[src/rtl/core/dlh_pkg.sv]
`default_nettype none
package dlh_pkg;

  localparam int MAX_LINES_DEF = 64;
  localparam int LINE_COUNT_W  = 7;

  localparam logic OP_ADD   = 1'b0;
  localparam logic OP_QUERY = 1'b1;

  localparam logic signed [31:0] SLOPE_LIM = 32'sh7fff_ffff;
  localparam logic signed [63:0] ICPT_LIM  = 64'sh4000_0000_0000_0000;

  typedef struct packed {
    logic signed [31:0] slope;
    logic signed [63:0] intercept;
  } line_t;

  localparam int LINE_W = $bits(line_t);

  typedef struct packed {
    logic               op;
    logic signed [31:0] slope;
    logic signed [63:0] intercept;
    logic signed [31:0] point;
  } in_item_t;

  typedef struct packed {
    logic signed [63:0]        value;
    logic                      empty_flag;
    logic                      full_flag;
    logic [LINE_COUNT_W-1:0]   line_count;
  } out_item_t;

  // Breakpoint test request: is lj useless between li and lk (ascending slopes)?
  typedef struct packed {
    logic  start;
    line_t li;
    line_t lj;
    line_t lk;
  } cmp_req_t;

  typedef struct packed {
    logic done;
    logic useless;
  } cmp_rsp_t;

endpackage
`default_nettype wire

[src/rtl/core/dlh_cmp.sv]
`default_nettype none
module dlh_cmp (
  input  wire logic              clk,
  input  wire logic              rst_n,
  input  wire dlh_pkg::cmp_req_t req,
  output      dlh_pkg::cmp_rsp_t rsp
);

  // Tests (bi - bk) * (mj - mi) <= (bi - bj) * (mk - mi) exactly. Each product is a
  // 64-bit magnitude times a 32-bit slope gap, built from two 32x32 partial products.
  logic        run_r, pv_r, done_r, useless_r;
  logic [2:0]  cnt_r;
  logic [1:0]  sel_r;
  logic [63:0] mag1_r, mag2_r, prod_r;
  logic        neg1_r, neg2_r;
  logic [31:0] f1_r, f2_r;
  logic [95:0] acc1_r, acc2_r;

  logic signed [32:0] dj, dk;
  logic signed [64:0] d1, d2, d1_abs, d2_abs;
  logic [31:0]        mul_a, mul_b;
  logic [63:0]        mag_sel;
  logic [95:0]        term;
  logic signed [96:0] p1, p2;

  assign dj = {req.lj.slope[31], req.lj.slope} - {req.li.slope[31], req.li.slope};
  assign dk = {req.lk.slope[31], req.lk.slope} - {req.li.slope[31], req.li.slope};
  assign d1 = {req.li.intercept[63], req.li.intercept} - {req.lk.intercept[63], req.lk.intercept};
  assign d2 = {req.li.intercept[63], req.li.intercept} - {req.lj.intercept[63], req.lj.intercept};
  assign d1_abs = d1[64] ? -d1 : d1;
  assign d2_abs = d2[64] ? -d2 : d2;

  assign mag_sel = cnt_r[1] ? mag2_r : mag1_r;
  assign mul_a   = cnt_r[0] ? mag_sel[63:32] : mag_sel[31:0];
  assign mul_b   = cnt_r[1] ? f2_r : f1_r;
  assign term    = sel_r[0] ? {prod_r, 32'b0} : {32'b0, prod_r};

  assign p1 = neg1_r ? -$signed({1'b0, acc1_r}) : $signed({1'b0, acc1_r});
  assign p2 = neg2_r ? -$signed({1'b0, acc2_r}) : $signed({1'b0, acc2_r});

  always_ff @(posedge clk) begin
    if (!rst_n) begin
      run_r  <= 1'b0;
      pv_r   <= 1'b0;
      done_r <= 1'b0;
      cnt_r  <= '0;
    end else begin
      done_r <= 1'b0;
      if (req.start) begin
        run_r <= 1'b1;
        pv_r  <= 1'b0;
        cnt_r <= '0;
      end else if (run_r) begin
        pv_r  <= (cnt_r < 3'd4);
        cnt_r <= cnt_r + 3'd1;
        if (cnt_r == 3'd5) begin
          run_r  <= 1'b0;
          done_r <= 1'b1;
        end
      end
    end
  end

  always_ff @(posedge clk) begin
    if (req.start) begin
      mag1_r <= d1_abs[63:0];
      mag2_r <= d2_abs[63:0];
      neg1_r <= d1[64];
      neg2_r <= d2[64];
      f1_r   <= dj[31:0];
      f2_r   <= dk[31:0];
      acc1_r <= '0;
      acc2_r <= '0;
    end else if (run_r) begin
      if (cnt_r < 3'd4) begin
        prod_r <= mul_a * mul_b;
        sel_r  <= cnt_r[1:0];
      end
      if (pv_r) begin
        if (sel_r[1]) begin
          acc2_r <= acc2_r + term;
        end else begin
          acc1_r <= acc1_r + term;
        end
      end
      if (cnt_r == 3'd5) begin
        useless_r <= (p1 <= p2);
      end
    end
  end

  assign rsp.done    = done_r;
  assign rsp.useless = useless_r;

endmodule
`default_nettype wire
[config.mk]
export PLATFORM = sky130hd
export DESIGN_NAME = dlh_cmp
export DESIGN_NICKNAME = d
export VERILOG_FILES = /design/src/rtl/core/dlh_pkg.sv /design/src/rtl/core/dlh_cmp.sv
export SDC_FILE = /design/constraint.sdc
export NUM_CORES = 2
export LEC_CHECK = 0
export ABC_CLOCK_PERIOD_IN_PS = 10200
export BUFFER_PORTS_ARGS = -buffer_cell sky130_fd_sc_hd__buf_2
export CORE_MARGIN = 5
export CORE_UTILIZATION = 60
export CTS_BUF_LIST = sky130_fd_sc_hd__clkbuf_8
export DETAILED_ROUTE_END_ITERATION = 8
export GPL_TIMING_DRIVEN = 0
export PLACE_DENSITY = 0.83
export SYNTH_ARGS = -nofsm -noshare
export SYNTH_HDL_FRONTEND = slang
export SYNTH_SLANG_ARGS = --single-unit
export TNS_END_PERCENT = 100
[constraint.sdc]
create_clock -name clk -period 10.2 [get_ports clk]
set_input_delay 2.04 -clock clk [delete_from_list [all_inputs] [get_ports clk]]
set_output_delay 2.04 -clock clk [all_outputs]
set_load 0.02 [all_outputs]
# --- Word-level counts from Yosys, hierarchy flattened ---
# Index checks and enable logic that the tools add are counted.
totals:
  out_inout_bits: 2
  elab_cells: 52
  reg_bits: 459
  in_bits: 291
classes:
  n_bitwise: 4
  n_mul: 1
  eq_ne: 1
  order_cmp: 2
  n_reduce_logical: 6
  n_addsub: 11
  mux: 12
op_table:
  columns: ["cell", "count"]
  rows:
  - ["$mux W97", 2]
  - ["$neg A96 Y97", 2]
  - ["$add A96 B96 Y96", 2]
  - ["$mux W64", 3]
  - ["$sub A64 B64 Y65", 2]
  - ["$neg A64 Y64", 2]
  - ["$le A97 B97 Y1", 1]
  - ["$mux W96", 1]
  - ["$mul A32 B32 Y64", 1]
  - ["$mux W32", 2]
  - ["$sub A32 B32 Y32", 2]
  - ["$reduce_and A3 Y1", 4]
  - ["$mux W1", 4]
  - ["$not A1 Y1", 4]
  - ["$add A3 B1 Y3 const B", 1]
  - ["$eq A3 B3 Y1 const B", 1]
  - ["$lt A3 B3 Y1 const B", 1]
  - ["$reduce_or A3 Y1", 1]
  - ["$reduce_or A2 Y1", 1]

# --- Depth between registers and ports, before layout ---
depth:
  ltp_word: 4
  ltp_mapped: 38
  ltp_nobuf: 34

# --- Worst setup path before layout ---
# Ideal clock, no wire load.
synth_path:
  path_kind: "register -> register"
  start: "register cnt_r[1]"
  end: "register prod_r[63] (data pin)"
  setup_time_ns: 0.264
  path_stages_with_launch: 37
  path_buffers: 4
  t_required_ns: 9.936
  slack_ns: 0.480
  t_arrival_ns: 9.456
  period_less_slack_ns: 9.720
  cell_sequence: "dfxtp_1 -> clkbuf_1 -> buf_1 -> clkbuf_1 -> mux2i_1 -> nand2_1 -> o21ai_1 -> clkbuf_1 -> nor2_1 -> fa_1 -> inv_1 -> fa_1 -> fa_1 -> fa_1 -> inv_1 -> fa_1 -> inv_1 -> fa_1 -> inv_1 -> fa_1 -> inv_1 -> fa_1 -> inv_1 -> ha_1 -> a21oi_1 -> o21ai_0 -> a21oi_1 -> o21ai_0 -> o21ai_0 -> a21oi_1 -> a211o_1 -> a221o_1 -> o41ai_1 -> nand3b_1 -> nand2b_1 -> a221oi_1 -> xnor2_1"
synth_between:
  elab_chain_cells: 3
  elab_cells_between_ends: 4
  cone_classes: "1 x mul; 3 x mux"
synth_rtl:
  columns: ["item", "line_no", "rtl"]
  rows:
  - ["from (decl)", "dlh_cmp.sv:12", "logic [2:0] cnt_r;"]
  - ["from (signal assigned)", "dlh_cmp.sv:55", "cnt_r <= cnt_r + 3'd1;"]
  - ["$mux W64", "dlh_cmp.sv:33", "assign mag_sel = cnt_r[1] ? mag2_r : mag1_r;"]
  - ["$mux W32", "dlh_cmp.sv:34", "assign mul_a = cnt_r[0] ? mag_sel[63:32] : mag_sel[31:0];"]
  - ["$mul A32 B32 Y64 (*)", "dlh_cmp.sv:76", "prod_r <= mul_a * mul_b;"]
  - ["to (signal assigned)", "dlh_cmp.sv:76", null]
  - ["to (decl)", "dlh_cmp.sv:14", "logic [63:0] mag1_r, mag2_r, prod_r;"]
# Every way passes the cells marked *; elsewhere a longest branch is shown, timed or not.
# A chain may end at the register's enable or synchronous reset.

# --- Final worst setup path ---
# Same ends and word-level chain as after synthesis.

==> flow_summary.toml <==
[status]
status = "finished with violations"
violations = "design-rule violations, max-capacitance violations, max-slew violations"

[logic_synthesis]
synth_top_area_share_pct = 22.47
yosysWarnings = 0
netlist_area_um2 = 80370
synthDistinctLibCells = 91
synth-async-reset-ratio_pct = 0
syn_inst = 9805
synth_edf_count = 261
avgSynthCellArea_um2 = 8.197
synth_nets = 11740
ys_ff_latch = 459
synth_top_cell_by_area = "fa_1"
synth-main-ff-cell = "edfxtp_1"
ys_seq_area_share_pct = 14.68
synth_area_leaders = "fa_1, ha_1, edfxtp_1"

[sta]
min_period_ps = 10120
max_slew.worst_pin.slew_ps = 1570
fin_crit_sh_pct = 99.21
tns_ps = 0
hold_ws_ps = 502.0
fmax_mhz = 98.82
finalSetupViolCount = 0
slew_headroom_pct = -4.696
skew_ps = 103.9
final_hold_viol_count = 0
slew_violations = 22

[setup_path]
rr_worst_depth = 32
cp-end-kind = "flop"
cp-endpoint = "prod_r[63]"
crit_type = "reg -> reg"
cpPeakStageDelay_ps = 590
crit_required_ps = 10800
crit_slowest_cell = "fa_1"
crit-reg2reg-launch = "cnt_r[1]"
crit_fanout = 10
reg2reg_slack_ps = 80
cp_data_arrival_time_ps = 10720
rr_endpoint = "prod_r[63]"
crit_top_cell = "fa_1"
startpoint = "cnt_r[1]"
start_kind = "flop"

[clock_network]
cts_buffer_depth = 3
htreeDepth = 3
clkTransAtPathRegs_ps = 70
cts_tree = "yes"
cts_buffers = 86
clock-sinks = 459
clk_latency_ps = 910
ctsRootBufferMaster = "clkbuf_8"

[global_route]
grt_max_degree = 137
grt_overflow = 0
first_global_vias = 76560
antenna_found_initial = 16
grt_first_pass_wirelength_um = 476400
gr-usage-all-layers_pct = 44.99

[detailed_routing]
routedWlPerCell_um = 27.00
postRouteAntennaNets = 0
vias_per_cell = 6.424
drc_errors = 2
wirelength_um = 325400
vias = 77430
first_pass_iters = 9
drtIter0Drc = 8962

[floorplanning]
die_w_um = 376.0
dieHeight_um = 376.0
io_pins = 293
die_area_um2 = 141400
rows = 134
core_um2 = 133300
start_util_pct = 60.30

[flow_run]
max_cap_viol_count = 4

[placement]
gp_congestion = 1.134
dp_hpwl_um = 266000
port_buffers = 292
place_inst = 11890

[final_layout]
synthToLayoutAreaGrowth_pct = 8.612
fin_nets = 12150
stdcell_count = 12050
drive_gt1_share_pct = 8.400
nFillCells = 11360

[hold_path]
min_path_type = "reg -> reg"
layout by cell type, fill, tap and decap left out, types with 43 or more instances in the layout:
cell	n
a211oi_1	48
a21o_1	287
a21oi_1	713
a31oi_1	66
and2_1	84
and3_1	56
buf_2	304
clkbuf_1	265
clkbuf_2	81
clkbuf_8	111
dfxtp_1	196
edfxtp_1	261
fa_1	899
ha_1	746
inv_1	1198
mux2_2	95
nand2_1	1169
nand2b_1	74
nand3_1	151
nand4_1	134
nor2_1	961
nor2b_1	101
nor3_1	120
o211ai_1	43
o21a_1	84
o21ai_0	405
o21bai_1	86
o31ai_1	91
or3_1	72
or4_1	43
xnor2_1	415
xor2_1	262
worst min-delay path by stage:
stage               startpoint    endpoint  slack (ps)  cells after the start
global placement    acc1_r[36]  acc1_r[36]         480                      2
CTS                 acc2_r[69]  acc2_r[69]         500                      2
global route        acc2_r[69]  acc2_r[69]         520                      2
finish              acc2_r[69]  acc2_r[69]         500                      2
floorplan             cnt_r[1]    sel_r[1]         430                      0
detailed placement  acc2_r[69]  acc2_r[69]         490                      2
through the flow:
stage               area (µm²)  worst slack [ps]  utilization [%]
finish                   87290             80.86            65.49
global route             87270            -22.21            65.47
CTS                      86930            -68.48            65.22
detailed placement       84360             -3083            63.29
global placement         84050             -3137            63.05
floorplan                80370             480.2                -
layer usage:
| metal | up-vias | GRT usage, % | routed length, µm |
|---|---|---|---|
| li1 | 33860 | - | - |
| met1 | 37090 | 53.73 | 114000 |
| met2 | 5163 | 68.78 | 139500 |
| met3 | 1318 | 14.94 | 42570 |
| met4 | 6 | 31.12 | 29380 |
| met5 | - | 0 | 40 |
flip-flops by register name (all words and copies together) (netlist names), 2 cells and up:
signal and count:
sel_r 2, mag1_r 64, f1_r 32, mag2_r 64, prod_r 64, f2_r 32
cnt_r 3, acc1_r 96, acc2_r 96
area by class of cell:
type	instances	area [µm²]	share of cell area, %
buffer	428	2118	2.427
timing repair buffer	327	1847	2.116
inverter	1176	4414	5.057
antenna	11	27.53	0.03153
clock inverter	58	493.0	0.5647
sequential	459	11810	13.52
tap	1768	2212	2.534
clock buffer	98	1349	1.545
multi-input combinational	7728	63030	72.20
cells by family after synthesis:
group	synth area share, %
AOI/OAI and AO/OA	16.52
xor gates and xnor gates	7.377
adders and majority gates	34.08
buffers and inverters	7.577
DFF	14.68
muxes	2.232
and+or+nand+nor	17.53
cell usage after synthesis (all sizes together), types with 74 or more instances:
library cell	number
o31ai	94
nand2b	74
ha	746
nand3	152
dfxtp	198
o21ai	438
a21oi	715
xnor2	415
fa	902
and2	86
edfxtp	261
xor2	262
a21o	287
o21bai	86
inv	1175
nand2	1169
mux2	96
nand4	134
clkbuf	406
o21a	97
nor2b	101
nor2	963
or3	77
nor3	122
repair_timing:
item                                    in CTS  in global routing
endpoints found under the setup margin      50                 13
cloned                                       0                  1
resized for setup                          264                123
hold buffers                                 0                  0
pin swaps                                    2                  3
buffers inserted                             5                  8
worst max-delay path, delay by kind of cell (launching register included):
family	cells	cell delay, ps
adder cells (fa/ha/maj)	9	4350
AO/OA/AOI/OAI	8	2220
buffers and inverters	8	1560
AND/OR/NAND/NOR	5	720
multiplexers	1	490
flip-flops	1	430
XOR/XNOR	1	80
Power is not shown: default switching activity piles up to over one toggle a cycle in this logic, so the estimate is an artifact.
