[config.mk]
export PLATFORM = sky130hd
export DESIGN_NAME = dlh_ram
export DESIGN_NICKNAME = d
export VERILOG_FILES = /design/src/rtl/core/dlh_ram.sv
export SDC_FILE = /design/constraint.sdc
export NUM_CORES = 1
export LEC_CHECK = 0
export ABC_AREA = 1
export BUFFER_PORTS_ARGS = -buffer_cell sky130_fd_sc_hd__buf_2
export CAP_MARGIN = 10
export CORE_ASPECT_RATIO = 1.25
export CORE_MARGIN = 2
export CORE_UTILIZATION = 35
export DETAILED_ROUTE_END_ITERATION = 8
export PLACE_DENSITY_LB_ADDON = 0.3
export SLEW_MARGIN = 20
export SYNTH_ARGS = -nofsm -noshare
export SYNTH_HDL_FRONTEND = slang
export SYNTH_SLANG_ARGS = --single-unit
[constraint.sdc]
create_clock -name clk -period 2.22 [get_ports clk]
set_clock_uncertainty 0.05 [all_clocks]
set_input_delay 0.444 -clock clk [delete_from_list [all_inputs] [get_ports clk]]
set_output_delay 0.444 -clock clk [all_outputs]
set_load 0.01 [all_outputs]
[src/rtl/core/dlh_ram.sv]
`default_nettype none
module dlh_ram #(
  parameter int WIDTH = 8,
  parameter int DEPTH = 64
) (
  input  wire logic                     clk,
  input  wire logic                     we,
  input  wire logic [$clog2(DEPTH)-1:0] waddr,
  input  wire logic [WIDTH-1:0]         wdata,
  input  wire logic [$clog2(DEPTH)-1:0] raddr,
  output      logic [WIDTH-1:0]         rdata
);

  logic [WIDTH-1:0] mem [DEPTH];

  always_ff @(posedge clk) begin
    if (we) begin
      mem[waddr] <= wdata;
    end
    rdata <= mem[raddr];
  end

endmodule
`default_nettype wire

# After elaboration in Yosys (flattened, before gate mapping)
# Memories as Yosys holds them, arrays and structs flattened. A register that Yosys moved wholly into a read port is not among the register bits.
# Index checks and enable logic that the tools add are counted.
[totals]
latch_bits = 0
output_inout_bits = 8
register_bits = 0
mem_bits_ro = 0
memories = 1
mem_bits_rw = 512
elab_cells = 3
[mem_list]
columns = ["memory", "depth", "word_bits", "rd", "rd_clocked_by_memory_dff", "wr", "line", "text"]
rows = [
  ["mem", 64, 8, 1, 1, 1, "14", "logic [WIDTH-1:0] mem [DEPTH];"],
]
[op_classes]
addsub = 0
mul = 0
n_div = 0
shifts = 0
muxes = 2
n_eq_ne = 0
n_lt_le_gt_ge = 0
n_reduce_logical = 0
bitwise = 0
[op_table]
columns = ["cell", "count"]
rows = [
  ["1-bit two-way mux", 2],
]

# Depth between registers and ports, before layout
# Gate-level depths: netlist (run 1).
[depth]
word_depth = 2
depth_mapped = 12

# Least setup slack after synthesis (run 1)
# No wires, ideal clock.
[synth_path]
kind = "input to register"
from = "in we"
to = "mem mem[48][0], enable pin"
stages = 3
path_slack_ns = -0.040
setup_time_ns = 0.395
t_arrival_ns = 1.815
required_ns = 1.775
path_buffers = 1
path_cell_list = "clkbuf_1 > nand4_1 > nor4_1"
[synth_via]
elab_chain_len = 2
[synth_rtl]
columns = ["element", "line", "text"]
rows = [
  ["from (decl)", "7", "input wire logic we,"],
  ["1-bit two-way mux", "17", "if (we) begin"],
  ["1-bit two-way mux (not written as such)", "18", "mem[waddr] <= wdata;"],
  ["to (decl)", "14", ""],
]
# Every way passes these cells.

==> metrics.yaml, run 1 <==
totalWireLength_microns: 56000
r2r_start: "mem[19][2]$_DFFE_PP_"
cts_buffers: 48
ant_nets: 0
powerDensity_nw_per_um2: 858
maximum_number_of_pins_on_one_net_before_global_route_repair: 104
vdd.ir_drop.worst_mv: 0.500
yosysUniqueCellTypes: 16
io_pins: 30
synth-edff-count: 512
place_worst_setup_slack_ns: 0.00651
timing.reg2reg.setup_slack_ns: 0.77
layout_min_cycle_time_ns: 1.65
hpwl_microns: 32600
worst_ep_arrival_time_ns: 2.11
cts.repair.resized: 0
whs_path_depth: 3
yosys_warnings: 0
antenna_found_initial: 1
layout_overhead_on_the_synthesized_area_pct: 14.8
critical_path_launch_point: "raddr[0]"
routed_wire_length_per_instance_microns: 20.8
cp_data_required_time_ns: 2.69
cts_buffer_depth: 3
total_gr_overflow: 0
setup_ws_ns: 0.574
report.final.slew_viol_count: 0
tritoncts: "yes"
synthesis.instances: 1805
detailedRoute.firstPassIterationCount: 5
die_w_microns: 225
final.fill_count: 5654
vias_per_cell: 5.17
grt_use_total_pct: 17.8
cts_post_setup_buffers_inserted: 0
root_buffer: "clkbuf_16"
portBuffers: 29
end_of_the_worst_register_to_register_path: "rdata[2]$_DFF_P_"
reg2reg_depth: 8
outcome: "completed"
clock_sinks: 520
unrepaired_setup_endpoints_after_global_routing: "false"
critical_path.endpoint_type: "flop"
synth_async_sr_flop_share_pct: 0
clk-insertion-delay-late_ns: 0.58
finalCritPeriodShare_pct: 74.1
final_area_sq_um: 24500
setup_tns_ns: 0
worst_slew_pin_slew_ns: 0.795
startpoint_type: "primary input"
syn-mean-instance-area_sq_um: 11.8
syn-cell-area_sq_um: 21300
hp-class: "in2reg"
worstPathMaxFanout: 103
critPathKind: "in2reg"
worst_slew_margin_rel_pct: 47.0
area_occupied_by_multi_input_gates_sq_um: 4950
grt_first_pass_wirelength_microns: 85000
die-height_microns: 280
post_route_cells_drive_above_1_share_pct: 11.6
globalplace.congestion: 0.815
finalSetupViolCount: 0
holdCritStartpoint: "raddr[5]"
h-tree-depth: 2
post_dp_cell_area_sq_um: 22800
core_region_area_sq_um: 60500
hold_viol_final: 0
worst_path_clk_slew_ns: 0.07
fmax_ghz: 0.608
route.detailed.drc: 0
fin_util_pct: 40.5
die-area_sq_um: 63000
synthFlopType: "edfxtp_1"
max-cap-violations: 0
layout.area.seq_sq_um: 15500
synth_fp_nets: 1827
fin_hold_ws_ns: 0.218
post_cts_hold_buffer_count: 0
start_util_pct: 35.3
hold_path_end: "rdata[7]$_DFF_P_"
drt_iter0_drc: 1327
synth_seq_cells: 520
design.final.nets: 1905
first_global_vias: 13589
power.static_leakage_nw: 8.89
num_vias: 13922
seq_area_frac_synth_pct: 72.8
fp-row-count: 101
-- how the worst max path moves through the flow --
stage	slack, ns	cells after the start	end
6_report	0.57	10	rdata[2]$_DFF_P_
2_1_floorplan	-0.04	3	mem[48][0]$_DFFE_PP_
3_5_place_dp	0.007	10	rdata[5]$_DFF_P_
3_3_place_gp	0.04	10	rdata[5]$_DFF_P_
4_1_cts	0.57	1	rdata[3]
5_1_grt	0.49	10	rdata[5]$_DFF_P_
-- per-layer routing --
layer | routed length [microns] | vias to the layer above | GRT usage [%] | share of wire [%]
met1 | 23800 | 6847 | 23.7 | 42
met5 | 10 | - | 0 | 0.018
met2 | 27200 | 462 | 30.0 | 49
met4 | 1960 | 2 | 6.62 | 3.5
met3 | 3080 | 105 | 2.22 | 5.5
li1 | - | 6506 | - | -
-- cells in the mapped netlist (2+ instances only) --
cell	n	share of area [%]
nand2_1	648	11
edfxtp_1	512	72
nand3_1	439	10
nor2_1	56	0.99
buf_2	37	0.87
buf_6	35	1.8
clkbuf_1	15	0.26
buf_4	14	0.49
buf_1	10	0.18
inv_1	10	0.18
nand4_1	9	0.26
dfxtp_1	8	0.75
nor4_1	8	0.23
buf_8	2	0.14
-- placed cells by master, fill, tap and decap left out, drive strengths merged, types with 8 or more instances in the layout --
master and instances:
clkinv 20, nor2 56, nor4 8, inv 13, nand4 9, dfxtp 8, bufinv 9, edfxtp 512
nand3 439, clkbuf 57, nand2 648, buf 140
-- sequential cells by signal (all words and copies together), names as in the netlist --
register	cells
mem	512
rdata	8
-- worst max-delay path, stage by stage --
cell and delay, ns:
clkbuf_8 0.17, buf_12 0.34, nand2_1 0.10, nand3_1 0.10
nand3_1 0.09, nand2_1 0.17, nand2_1 0.07, nand3_1 0.14
nand3_1 0.20, nand2_1 0.14
-- stage by stage --
step / instances / total power [W]
final: 2694 / 0.0210
after global routing: 2693 / 0.0217
after CTS: 2693 / 0.0212
after detailed placement: 2605 / 0.0125
after global placement: 2605 / 0.0125
after floorplan: 1805 / 0.0119
-- where the power goes --
group	internal [W]	switching [W]
logic	0.000379	0.000985
registers	0.0109	0.0000308
clock network	0.00513	0.00363
total	0.0164	0.00465
-- logic make-up (layout without fill, tap and decap cells) --
family                 count (synthesis)  in the layout  synth area share, %
other                                  0              1                    0
buffers and inverters                125            241                 4.02
AND/OR/NAND/NOR                     1160           1160                 23.2
flip-flops                           520            520                 72.8
-- cell type report --
cell class / instances / area share (%)
sequential: 520 / 63.4
inverter: 12 / 0.215
timing repair buffer: 141 / 5.40
multi-input combinational: 1160 / 20.2
antenna: 1 / 0.0102
tap: 772 / 3.94
clock inverter: 32 / 1.67
clock buffer: 56 / 5.15
Note: power is estimated with default switching activity, not from simulation.
==> run 2, diff against run 1 <==
clock period = 1.7 ns   (was 2.22 ns; I/O delays follow)
==> run 2 against run 1 <==
  * Hold slack worse by 0.19 ns
  * Via count down 0.35%
  * Critical path depth down 9
  * Largest cell class unchanged
  * Sequential share of layout area down 2.1 points
  * First-iteration DRC count down 7.4%
  * Count of clock-buffer cells in the layout up 17
==> metrics.yaml, run 2 (synthesis gave the netlist of run 1 again) <==
p_comb_share_pct: 7.1  # was 6.5%
globalplace.congestion: 0.822  # was 0.815
power.static_leakage_nw: 9.17  # was 8.89 nW
ant_nets: 0  # unchanged
worst_slew_pin_slew_ns: 0.771  # was 0.795 ns
place_worst_setup_slack_ns: -0.329  # was 0.00651 ns
core_region_area_sq_um: 60500  # unchanged
post_cts_hold_buffer_count: 0  # unchanged
post_route_cells_drive_above_1_share_pct: 15.6  # was 11.6%
end_of_the_worst_register_to_register_path: "rdata[2]$_DFF_P_"  # unchanged
grt_first_pass_wirelength_microns: 83800  # was 85000 microns
start_util_pct: 35.3  # unchanged
setup_tns_ns: 0  # unchanged
critical_path_launch_point: "rdata[6]$_DFF_P_"  # was raddr[0]
clock_power_share_pct: 41.1  # was 41.7%
endpoint: "rdata[6]"  # was rdata[2]$_DFF_P_
slowest_delay_ns: 0.37  # was 0.34 ns
tritoncts: "yes"  # unchanged
cts_buffer_depth: 3  # unchanged
layout.area.seq_sq_um: 15500  # unchanged
worst_slew_margin_rel_pct: 48.4  # was 47.0%
antenna_cells_inserted: 0  # was 1
outcome: "completed"  # unchanged
cts_buffers: 51  # was 48
cts.repair.resized: 0  # unchanged
total_gr_overflow: 0  # unchanged
largest-register: "mem"  # unchanged
route.detailed.drc: 0  # unchanged
net_sw_power_w: 0.00613  # was 0.00465 W
die_w_microns: 225  # unchanged
maximum_number_of_pins_on_one_net_before_global_route_repair: 81  # was 104
critical_path.endpoint_type: "output pin"  # was flop
vdd.ir_drop.worst_mv: 0.931  # was 0.500 mV
sequential_cell_fraction_of_total_power_pct: 51.8  # about the same
critical_path.n_buffers_inverters: 1  # was 2
antenna_found_initial: 0  # was 1
final_cell_mix: "648 x nand2_1, 512 x edfxtp_1, 439 x nand3_1"  # unchanged
root_buffer: "clkbuf_16"  # unchanged
hold_viol_final: 0  # unchanged
report.final.slew_viol_count: 0  # unchanged
grt_util_met1_pct: 22.4  # was 23.7%
totalWireLength_microns: 54900  # was 56000 microns
startpoint_type: "flop"  # was primary input
cp_data_required_time_ns: 1.31  # was 2.69 ns
r2r_start: "mem[6][2]$_DFFE_PP_"  # was mem[19][2]$_DFFE_PP_
area_occupied_by_multi_input_gates_sq_um: 5130  # was 4950 sq um
max-cap-violations: 0  # unchanged
fmax_ghz: 0.663
unrepaired_setup_endpoints_after_global_routing: "false"  # unchanged
mostFrequentLayoutCell: "nand2_1"  # unchanged
gr-max-usage-layer: "met2"  # unchanged
clock_sinks: 520  # unchanged
vias_per_cell: 5.04  # was 5.17
portBuffers: 29  # unchanged
largestRegisters: "mem: 512 flops, rdata: 8 flops"  # unchanged
timing.reg2reg.setup_slack_ns: 0.23  # was 0.77 ns
finalSetupViolCount: 0  # unchanged
setup_ws_ns: 0.193  # was 0.574 ns
layout_min_cycle_time_ns: 1.51
reg2reg_depth: 8  # unchanged
global_route.usage.met3_pct: 2.68  # was 2.22%
grt_use_total_pct: 17.6  # was 17.8%
num_vias: 13873  # was 13922
worstPathMaxFanout: 1  # was 103
h-tree-depth: 2  # unchanged
hpwl_microns: 35300  # was 32600 microns
io_pins: 30  # unchanged
die-area_sq_um: 63000  # unchanged
finalCritPeriodShare_pct: 88.7
worst_path_clk_slew_ns: 0.07  # about the same
hp-class: "in2reg"  # unchanged
worst_ep_arrival_time_ns: 1.12  # was 2.11 ns
crit_cells: 1  # was 10
met2_usage_pct: 30.7  # was 30.0%
max_ffs_per_register: 512  # unchanged
slowest_stage: "dfxtp_1"  # was buf_12
die-height_microns: 280  # unchanged
powerDensity_nw_per_um2: 1080  # was 858 nW/um^2
clk-insertion-delay-late_ns: 0.60  # was 0.58 ns
detailedRoute.firstPassIterationCount: 5  # unchanged
critical-path-top-delay-family: "flip-flops"  # was simple AND/OR/NAND/NOR gates
timing.critical_path.cells: "buf_2"  # was clkbuf_8, buf_12, nand2_1, nand3_1, nand3_1, nand2_1, nand2_1, nand3_1, nand3_1, nand2_1
cts_post_setup_buffers_inserted: 0  # unchanged
routed_wire_length_per_instance_microns: 19.9  # was 20.8 microns
critPathKind: "reg2out"  # was in2reg
first_global_vias: 13624  # was 13589
drt_iter0_drc: 1229  # was 1327
final.fill_count: 5525  # was 5654
p_sw_share_pct: 22.3  # was 22.1%
internal-power_w: 0.0213  # was 0.0164 W
fp-row-count: 101  # unchanged
design.final.nets: 1958  # was 1905
layout_overhead_on_the_synthesized_area_pct: 18.8  # was 14.8%
## run 2: through the flow
step / instance area (sq um) / util, % / cells / hold slack (ns) / power (W)
2_1_floorplan: 21600 / - / 1805 / 0.389 / 0.0155
3_3_place_gp: 23700 / 39.1 / 2655 / 0.648 / 0.0164
3_5_place_dp: 23700 / 39.1 / 2655 / 0.640 / 0.0164
4_1_cts: 25300 / 41.9 / 2750 / 0.00378 / 0.0276
5_1_grt: 25300 / 41.9 / 2750 / 0.0323 / 0.0283
6_report: 25300 / 41.9 / 2750 / 0.0299 / 0.0274
## run 2: worst min path at each step
stage | startpoint | slack [ns] | cells past startpoint | end
after floorplan | wdata[0] | 0.39 | 0 | mem[0][0]$_DFFE_PP_
after global placement | raddr[5] | 0.65 | 3 | rdata[3]$_DFF_P_
after detailed placement | raddr[5] | 0.64 | 3 | rdata[6]$_DFF_P_
after CTS | raddr[5] | 0.004 | 3 | rdata[6]$_DFF_P_
after global routing | raddr[5] | 0.03 | 3 | rdata[6]$_DFF_P_
final | raddr[5] | 0.03 | 3 | rdata[6]$_DFF_P_
## run 2: metal layers
layer | vias up | share of wire, %
li1 | 6597 | -
met1 | 6818 | 41
met2 | 352 | 51
met3 | 106 | 4.8
met4 | 0 | 3.1
met5 | - | 0
## run 2: cell type report
class                           count  share of cell area [%]
Multi-Input combinational cell   1160                    20.3
Sequential cell                   520                    61.3
Clock inverter                     22                   0.869
Inverter                           12                   0.262
Clock buffer                       73                    5.68
Timing Repair Buffer              191                    7.83
Tap cell                          772                    3.81
## run 2: power groups by stage
stage / clock network [W] / registers (W) / logic, W
detailed placement: 0 / 0.0145 / 0.00195
global route: 0.0120 / 0.0142 / 0.00212
finish: 0.0113 / 0.0142 / 0.00194
CTS: 0.0115 / 0.0142 / 0.00196
global placement: 0 / 0.0145 / 0.00193
floorplan: 0 / 0.0145 / 0.00104
==> run 3, diff against run 2 <==
clock period = 1.8 ns   (was 1.7 ns; I/O delays follow)
==> run 3 against run 2 <==
  * Hold slack better by 0.10 ns
  * Die area unchanged
  * Critical path depth unchanged
  * Critical path type unchanged
  * Routed wire length is 2.5% higher
  * Count of clock-buffer cells in the layout decreased by 16
  * Sequential share of layout area up 0.65 points
  * Register-to-register slack improved by 0.12 ns
  * Sequential power shrank 5%
  * Clock power is 5% lower
  * Power decreased by 5.5%
  * Non-clock buffer count up 9
==> metrics.yaml, run 3 (synthesis gave the netlist of run 1 again) <==
outcome: "completed"  # unchanged
setup_tns_ns: 0  # unchanged
largestRegisters: "mem: 512 flops, rdata: 8 flops"  # unchanged
power.static_leakage_nw: 9.21  # was 9.17 nW
dp.cells: 2664  # was 2655
final_cell_mix: "648 x nand2_1, 512 x edfxtp_1, 439 x nand3_1"  # unchanged
wl_met2_microns: 28900  # was 27800 microns
io_pins: 30  # unchanged
vias_per_cell: 5.09  # was 5.04
routed_wire_length_per_instance_microns: 20.4  # was 19.9 microns
finalCritPeriodShare_pct: 92.7
globalplace.congestion: 0.804  # was 0.822
critical_path.n_buffers_inverters: 1  # unchanged
die-area_sq_um: 63000  # unchanged
fin_util_pct: 41.4  # was 41.9%
critPathKind: "reg2out"  # unchanged
cp_data_required_time_ns: 1.39  # was 1.31 ns
max_ffs_per_register: 512  # unchanged
post_cts_hold_buffer_count: 0  # unchanged
fmax_ghz: 0.599
clk-insertion-delay-late_ns: 0.58  # was 0.60 ns
maximum_number_of_pins_on_one_net_before_global_route_repair: 65  # was 81
antenna_cells_inserted: 0  # unchanged
total_gr_overflow: 0  # unchanged
place_worst_setup_slack_ns: -0.202  # was -0.329 ns
mostFrequentLayoutCell: "nand2_1"  # unchanged
root_buffer: "clkbuf_16"  # unchanged
cts.repair.resized: 0  # unchanged
ant_nets: 0  # unchanged
cts_buffer_depth: 3  # unchanged
start_util_pct: 35.3  # unchanged
first_global_vias: 14122  # was 13624
vdd.ir_drop.worst_mv: 0.661  # was 0.931 mV
worst_ep_arrival_time_ns: 1.26  # was 1.12 ns
clock_sinks: 520  # unchanged
highest_layer: "met5"  # was met4
unrepaired_setup_endpoints_after_global_routing: "false"  # unchanged
timing.critical_path.cells: "buf_2"  # unchanged
fin_hold_ws_ns: 0.133  # was 0.0299 ns
report.final.slew_viol_count: 0  # unchanged
max-cap-violations: 0  # unchanged
route.detailed.drc: 0  # unchanged
met3_length_microns: 2800  # was 2650 microns
die-height_microns: 280  # unchanged
layout_min_cycle_time_ns: 1.67
worst_slew_margin_rel_pct: 46.2  # was 48.4%
hold_viol_final: 0  # unchanged
detailedRoute.firstPassIterationCount: 5  # unchanged
hp-class: "in2reg"  # unchanged
slowest_delay_ns: 0.48  # was 0.37 ns
critical-path-top-delay-family: "flip-flops"  # unchanged
portBuffers: 29  # unchanged
antenna_found_initial: 2  # was 0
tritoncts: "yes"  # unchanged
layoutNonFillerInstCount: 2751  # was 2750
cts_post_setup_buffers_inserted: 0  # unchanged
num_vias: 13993  # was 13873
layout_overhead_on_the_synthesized_area_pct: 17.5  # was 18.8%
drt_iter0_drc: 1062  # was 1229
cts_buffers: 50  # was 51
totalWireLength_microns: 56200  # was 54900 microns
slowest_stage: "dfxtp_1"  # unchanged
setup_ws_ns: 0.132  # was 0.193 ns
worst_path_clk_slew_ns: 0.07  # about the same
post_route_cells_drive_above_1_share_pct: 14.6  # was 15.6%
largest-register: "mem"  # unchanged
core_region_area_sq_um: 60500  # unchanged
fp-row-count: 101  # unchanged
grt_use_total_pct: 17.9  # was 17.6%
powerDensity_nw_per_um2: 1030  # was 1080 nW/um^2
finalSetupViolCount: 0  # unchanged
met1Wirelength_microns: 22700  # about the same
worstPathMaxFanout: 1  # unchanged
grt_first_pass_wirelength_microns: 84800  # was 83800 microns
critical_path.endpoint_type: "output pin"  # unchanged
startpoint_type: "flop"  # unchanged
hpwl_microns: 34500  # was 35300 microns
h-tree-depth: 2  # unchanged
design.final.nets: 1966  # was 1958
die_w_microns: 225  # unchanged
worst_slew_pin_slew_ns: 0.807  # was 0.771 ns
==> run 3: changes by cell type in the layout (fill, tap and decap cells not counted), sizes merged <==
| cell | delta |
|---|---|
| buf | +9 |
| inv | -3 |
| clkinv | +9 |
| clkinvlp | -1 |
| bufinv | +3 |
| clkbuf | -16 |
==> run 3: per-stage QoR <==
step           total power [W]  area (sq um)
4_1_cts                 0.0262         25100
6_report                0.0259         25100
3_5_place_dp            0.0155         23400
2_1_floorplan           0.0146         21400
5_1_grt                 0.0268         25100
3_3_place_gp            0.0155         23400
==> run 3: area by class of cell <==
class | instances | area (sq um)
Timing Repair Buffer | 200 | 1840
Multi-Input combinational cell | 1160 | 5010
Sequential cell | 520 | 15500
Tap cell | 772 | 966
Fill cell | 5584 | 35500
Clock inverter | 30 | 342
Clock buffer | 57 | 1330
Inverter | 12 | 55.1
==> run 3: final timing paths <==
path | slack (ns) | from | end | depth (start not counted)
worst max-delay path | 0.13 | rdata[2]$_DFF_P_ | rdata[2] | 1
worst min-delay path | 0.13 | raddr[5] | rdata[7]$_DFF_P_ | 3
worst max register to register | 0.35 | mem[51][2]$_DFFE_PP_ | rdata[2]$_DFF_P_ | 8
worst min register to register | 0.79 | mem[4][6]$_DFFE_PP_ | rdata[6]$_DFF_P_ | 8
==> run 3: per-layer routing <==
metal | vias up | track usage (%)
li1 | 6618 | -
met5 | - | 0
met4 | 2 | 6.23
met2 | 408 | 32.4
met3 | 109 | 2.34
met1 | 6856 | 21.9
==> run 3: power by group <==
part / internal (W) / switching (W)
clock network: 0.00627 / 0.00443
logic: 0.000557 / 0.00122
registers: 0.0134 / 0.0000533
total: 0.0202 / 0.00571
